**config.mk**
```make
export PLATFORM = sky130hd
export DESIGN_NAME = ptik_cell
export DESIGN_NICKNAME = d
export VERILOG_FILES = /design/src/hdl/ptik_pkg.sv /design/src/hdl/ptik_cell.sv
export SDC_FILE = /design/constraint.sdc
export NUM_CORES = 1
export LEC_CHECK = 0
export BUFFER_PORTS_ARGS = -buffer_cell sky130_fd_sc_hd__buf_2
export CORE_UTILIZATION = 54
export DETAILED_ROUTE_END_ITERATION = 16
export PLACE_DENSITY = 0.95
export SYNTH_ARGS = -nofsm -noshare
export SYNTH_HDL_FRONTEND = slang
export SYNTH_SLANG_ARGS = --single-unit
```
**constraint.sdc**
```tcl
create_clock -name clk -period 7 [get_ports clk]
set_clock_uncertainty 0.05 [all_clocks]
set_input_delay 0.7 -clock clk [delete_from_list [all_inputs] [get_ports clk]]
set_output_delay 0.7 -clock clk [all_outputs]
set_load 0.01 [all_outputs]
```
**src/hdl/ptik_pkg.sv**
```systemverilog
// Shared types, sizes and request/status codes for the priority table.
package ptik_pkg;

    localparam int SLOTS      = 16;
    localparam int RANK_MAX   = 255;
    localparam int DATA_WIDTH = 32;
    localparam int SEQ_W      = 32;
    localparam int SLOT_W     = $clog2(SLOTS);
    localparam int RANK_W     = $clog2(RANK_MAX + 1);

    localparam logic [2:0] REQ_ADD     = 3'd0;
    localparam logic [2:0] REQ_PROMOTE = 3'd1;
    localparam logic [2:0] REQ_PEEK    = 3'd2;
    localparam logic [2:0] REQ_POP     = 3'd3;
    localparam logic [2:0] REQ_ISVALID = 3'd4;
    localparam logic [2:0] REQ_READ    = 3'd5;

    localparam logic [2:0] ST_OK        = 3'd0;
    localparam logic [2:0] ST_FULL      = 3'd1;
    localparam logic [2:0] ST_EMPTY     = 3'd2;
    localparam logic [2:0] ST_NOT_VALID = 3'd3;
    localparam logic [2:0] ST_SATURATED = 3'd4;

    typedef struct packed {
        logic [2:0]  req_type;
        logic [3:0]  slot_id;
        logic [31:0] item_value;
    } req_t;

    typedef struct packed {
        logic [2:0]  status;
        logic [3:0]  out_slot;
        logic [31:0] out_value;
        logic [7:0]  out_rank;
        logic        slot_valid;
    } rsp_t;

    // Word that walks down the cell chain, one cell per cycle.
    typedef struct packed {
        logic [2:0]            op;
        logic [3:0]            sid;
        logic [DATA_WIDTH-1:0] item;
        logic [SEQ_W-1:0]      seq;
        logic                  hit;
        logic                  sat;
        logic [SLOT_W-1:0]     slot;
        logic [RANK_W-1:0]     rank;
        logic [SEQ_W-1:0]      bseq;
        logic [DATA_WIDTH-1:0] value;
    } probe_t;

    typedef struct packed {
        logic              en;
        logic [SLOT_W-1:0] slot;
    } clr_t;

endpackage

```
**src/hdl/ptik_cell.sv**
```systemverilog
// One table slot: holds its entry and updates the probe word passing through.
module ptik_cell (
    input  logic                     clk,
    input  logic                     rst_n,
    input  logic [ptik_pkg::SLOT_W-1:0] idx,
    input  logic                     probe_vld_in,
    input  ptik_pkg::probe_t         probe_in,
    input  ptik_pkg::clr_t           clr,
    output logic                     probe_vld_out,
    output ptik_pkg::probe_t         probe_out
);
    import ptik_pkg::*;

    logic                  valid_reg, valid_next;
    logic [DATA_WIDTH-1:0] payload_reg, payload_next;
    logic [RANK_W-1:0]     rank_reg, rank_next;
    logic [SEQ_W-1:0]      seq_reg, seq_next;
    logic                  probe_vld_reg;
    probe_t                probe_reg, probe_next;
    logic                  addressed;
    logic                  better;

    assign addressed = (32'(probe_in.sid) == 32'(idx)) && valid_reg;
    assign better    = !probe_in.hit || (rank_reg > probe_in.rank) ||
                       ((rank_reg == probe_in.rank) && (seq_reg > probe_in.bseq));

    always_comb
    begin
        valid_next   = valid_reg;
        payload_next = payload_reg;
        rank_next    = rank_reg;
        seq_next     = seq_reg;
        probe_next   = probe_in;
        if (probe_vld_in)
        begin
            case (probe_in.op)
                REQ_ADD:
                begin
                    // lowest free slot takes the item
                    if (!probe_in.hit && !valid_reg)
                    begin
                        valid_next      = 1'b1;
                        payload_next    = probe_in.item;
                        rank_next       = '0;
                        seq_next        = probe_in.seq;
                        probe_next.hit  = 1'b1;
                        probe_next.slot = idx;
                    end
                end
                REQ_PROMOTE:
                begin
                    if (addressed)
                    begin
                        probe_next.hit = 1'b1;
                        if (rank_reg >= RANK_W'(RANK_MAX))
                        begin
                            probe_next.sat = 1'b1;
                        end
                        else
                        begin
                            rank_next = rank_reg + 1'b1;
                        end
                        probe_next.rank = rank_next;
                    end
                end
                REQ_PEEK, REQ_POP:
                begin
                    if (valid_reg && better)
                    begin
                        probe_next.hit   = 1'b1;
                        probe_next.slot  = idx;
                        probe_next.rank  = rank_reg;
                        probe_next.bseq  = seq_reg;
                        probe_next.value = payload_reg;
                    end
                end
                REQ_ISVALID, REQ_READ:
                begin
                    if (addressed)
                    begin
                        probe_next.hit   = 1'b1;
                        probe_next.rank  = rank_reg;
                        probe_next.value = payload_reg;
                    end
                end
                default:
                begin
                end
            endcase
        end
        // pop removal arrives after the scan, never alongside a probe here
        if (clr.en && (clr.slot == idx))
        begin
            valid_next = 1'b0;
        end
    end

    always_ff @(posedge clk or negedge rst_n)
    begin
        if (!rst_n)
        begin
            valid_reg     <= 1'b0;
            probe_vld_reg <= 1'b0;
        end
        else
        begin
            valid_reg     <= valid_next;
            probe_vld_reg <= probe_vld_in;
        end
    end

    always_ff @(posedge clk)
    begin
        payload_reg <= payload_next;
        rank_reg    <= rank_next;
        seq_reg     <= seq_next;
        probe_reg   <= probe_next;
    end

    assign probe_vld_out = probe_vld_reg;
    assign probe_out     = probe_reg;

endmodule

```
Word-level counts from Yosys, hierarchy flattened
Cells that the tools add are included.

Mux-type cells: 25. Reductions and logical operators: 19. Eq/ne operators: 10. $add $sub $neg: 1. Magnitude comparators: 3.

Operators by type and width (count): $mux 78 (1); $mux 76 (1); $mux 32 (2); $pmux 32 s2 (1); $mux 8 (5); $gt 32x32->1 (1); $pmux 8 s3 (1); $pmux 8 s2 (1); $mux 1 (9); $add 8x1->8 const B (1); $eq 4x4->1 (2); $eq 8x8->1 (1); $ge 8x8->1 const B (1); $gt 8x8->1 (1); $pmux 4 s2 (1); $reduce_bool 2->1 (4); $eq 3x2->1 const B (2); $eq 3x3->1 const B (2); $reduce_and 3->1 (2); $logic_and 1x1->1 (5); $mux 4 (1); $ne 2x2->1 const B (2); $pmux 1 s4 (1); $reduce_and 4->1 (1); 6 further kinds (9).

Logic and storage cells: 73. Input bits: 161. Register bits after elaboration: 223. Output and inout bits: 150.

Depth between registers and ports, before layout
Depth in word-level cells: 7. Gate-level depth with buffers: 10. Mapped depth without buffers: 8.

Least setup slack after synthesis
OpenSTA, ideal clock, no wires.

Path kind: input to register. Start: input probe_in[148] (netlist bit). End: register rank_reg[0] (enable). Setup time: 371 ps. Required time: 6579 ps. Setup slack: 3474 ps. Path buffers: 1. Cell stages on the path: 6. Arrival: 3105 ps. Cells stage by stage: buf_2 nor3_1 nand3_1 inv_1 a21oi_1 nor2_1.

Longest elaborated chain between the ends: 3. Elaborated cells between the ends (all ways): 6. Classes of those cells: 3 x eq/ne; 3 x reduce/logical.

Ends and longest elaborated chain: start, declared (RTL line ptik_cell.sv:7) `input ptik_pkg::probe_t probe_in,`; $eq 3x1->1 / $logic_not 3->1 (equally long branches) (RTL line ptik_cell.sv:36) `case (probe_in.op)`; $ne 2x2->1 (no source line) / $reduce_bool 2->1 (equally long branches); $reduce_and 4->1 (no source line) *; end signal, assigned (RTL line ptik_cell.sv:115) `rank_reg <= rank_next;`; end, declared (RTL line ptik_cell.sv:16) `logic [RANK_W-1:0] rank_reg, rank_next;`.

Every way passes the cells marked *; elsewhere a longest branch is shown, timed or not. A chain may end at the register's enable or synchronous reset.

==> metrics.yaml <==
grt:
  grt_antenna_before_repair: 2
  grt_pass1_vias: 8037
  grt_max_degree: 65
  track_usage_pct: 31.1
  gr-total-overflow: 0
  grt_pass1_wl_um: 42900
die:
  die_w_um: 133
  die_h_um: 133
  start_util_pct: 55.4
  dieArea_sq_um: 17600
  core-area_sq_um: 16600
  io_pins: 311
  fp-row-count: 47
run:
  maxCapViolCount: 0
route:
  top_layer_used: "met4"
  vias: 8095
  ant_nets: 0
  drt_pre_antenna_iters: 5
  routedWlPerCell_um: 21.3
  routed_wl_um: 28300
  route.met2.wl_um: 13800
  drt_iter0_drc: 580
  dr_wl_met3_um: 2820
  vias_per_cell: 6.10
  wl_met1_um: 10100
  drc_errors: 0
yosys:
  yosys_warnings: 0
  syn_nets: 994
  async_flop_share_pct: 0.897
  seq_area_frac_synth_pct: 56.4
  synth-seq-cells: 223
  syn_inst: 792
  synth.top_cell.area_share_pct: 32.4
  synth_flop_cell: "dfxtp_1"
  synth_area_leaders: "dfxtp_1, edfxtp_1, ha_1, and3_1, a221oi_2"
  synth_edf_count: 72
  yosysUniqueCellTypes: 64
  synth_area_per_cell_sq_um: 11.6
  synth_area_sq_um: 9220
  netlist.top_cell.by_area: "dfxtp_1"
min_path:
  worst_hold_path_type: "in -> reg"
pwr:
  combPwrFrac_pct: 14.7
  swShare_pct: 26.0
  pwr-share-seq_pct: 45.8
  power.switching_mw: 0.823
  totalPowerFinal_mw: 3.16
  leakage_nw: 5.27
  internal_power_mw: 2.34
  power_density_nw_per_um2: 271
  ir_drop_mv: 0.251
  power_frac_clock_pct: 39.5
worst_setup_path:
  critPathKind: "reg -> reg"
  path_max_fanout: 35
  crit_chain: "ha_1 -> nand4_1 -> nor4_1 -> a21boi_0 -> o21a_2 -> o311ai_4 -> buf_4 -> mux2_2"
  crit_slowest_cell: "o311ai_4"
  crit_arrival_ns: 4.54
  critPathMaxStageDelay_ns: 0.95
  cp_data_required_time_ns: 7.34
  endpoint_kind: "flop"
  setup.worst_path.start_class: "flop"
  crit_buf_inv: 1
  critPathTopFamily: "compound AO/OA/AOI/OAI gates"
clock_tree:
  post_cts_resized: 0
  clock-sinks: 223
  cts_root_buffer: "clkbuf_16"
  cts_buffer_depth: 3
  clk_latency_ns: 0.52
  cts_made_buffers: 23
  cts_htree_levels: 1
  cts_tree: "built"
  postCtsSetupBuffers: 0
  clkTransAtPathRegs_ns: 0.06
  holdBufCountCts: 1
finish:
  largest_reg_flops: 149
  drive_above_1_share_pct: 37.8
  post-route-util_pct: 70.1
  area_delta_synth_final_pct: 26.6
  nets: 1290
timing:
  setup_tns_ns: 0
  setup_viol_count_final: 0
  hold_viol_final: 0
  max_freq_mhz: 238
  maxSlewHeadroom_pct: 15.3
  maxSlewViolCount: 0
  min_period_ns: 4.20
  rsz0062_at_grt: "false"
  setup_slack_ns: 2.80
  timing.final.crit_share_pct: 60.0
  worst_slew_pin_slew_ns: 1.27
placement:
  gp_congestion: 0.900
  dp_hpwl_um: 18800
  io_buffers: 310
  place_ws_ns: 2.61
run_status:
  outcome: "completed"
-- worst register-to-register path: stages (launching register included) --
cell,delay [ns]
edfxtp_1,0.43
ha_1,0.36
nand4_1,0.23
nor4_1,0.52
a21boi_0,0.21
o21a_2,0.40
o311ai_4,0.96
buf_4,0.49
mux2_2,0.41
-- cells in the mapped netlist, drive strengths merged (3+ instances only) --
cell type / instances
a32o: 4
o211ai: 37
nor3: 7
o22ai: 4
and3: 67
a21oi: 28
dfxtp: 149
xor2: 4
mux2: 32
o21a: 4
or3: 3
xnor2: 4
or4: 3
clkbuf: 34
o21ai: 41
o221ai: 7
nor2: 15
buf: 16
and2: 6
nor2b: 6
a221o: 3
inv: 52
nand4: 12
ha: 41
o2bb2ai: 3
o32ai: 4
nor4: 4
nand2: 23
edfxtp: 72
a221oi: 32
nand3: 42
-- cells by family (layout without fill, tap and decap cells) --
family                   count (synthesis)  after routing  share of synthesized area (%)
buffers and inverters                  102            415                           4.75
other                                    0              2                              0
multiplexers                            33             33                           4.02
XOR/XNOR                                 8              8                          0.760
AND/OR/NAND/NOR                        196            196                           12.1
flip-flops                             223            223                           56.4
AO/OA/AOI/OAI                          189            189                           16.4
adder cells (fa/ha/maj)                 41             41                           5.57
-- metal layers --
| layer | vias up | global-route usage (%) |
|---|---|---|
| met1 | 3800 | 35.8 |
| met4 | 0 | 18.3 |
| li1 | 3581 | - |
| met3 | 117 | 6.82 |
| met2 | 597 | 53.2 |
| met5 | - | 0 |
-- layout make-up --
cell class | instances | area (sq um)
fill | 1115 | 4980
tap | 220 | 275
multi-input combinational | 467 | 3590
sequential | 223 | 5190
clock inverter | 11 | 114
clock buffer | 31 | 657
antenna | 2 | 5.00
inverter | 52 | 195
timing repair buffer | 321 | 1640
-- power groups by stage --
stage	clock (mW)	combinational (mW)	sequential, mW
global placement	0	0.437	1.47
detailed placement	0	0.454	1.47
finish	1.25	0.464	1.45
global route	1.30	0.496	1.45
floorplan	0	0.213	1.51
CTS	1.26	0.460	1.45
-- worst paths after layout --
check | start | endpoint | slack, ns | cells past startpoint
min reg2reg | seq_reg[26] | probe_out[58] | 0.43 | 1
min | probe_in[103] | probe_out[103] | 0.24 | 1
max reg2reg | seq_reg[27] | probe_out[34] | 2.80 | 8
min in group asynchronous | rst_n | valid_reg | 0.49 | 2
max | seq_reg[27] | probe_out[34] | 2.80 | 8
max in group asynchronous | rst_n | probe_vld_out | 6.30 | 2
-- stage by stage --
stage,cell area [sq um],hold WS (ns),std cells
floorplan,9220,0.354,792
global placement,10900,0.419,1282
detailed placement,10900,0.435,1282
CTS,11700,0.229,1325
global route,11700,0.232,1327
finish,11700,0.239,1327
-- cells in the final DEF, fill, tap and decap left out, types with 28 or more instances in the layout --
cell type,n
buf_2,310
inv_1,50
o21ai_0,41
a21oi_1,28
edfxtp_1,72
and3_1,62
nand3_1,42
o211ai_1,37
ha_1,41
dfxtp_1,149
(Power assumes the default switching activity.)
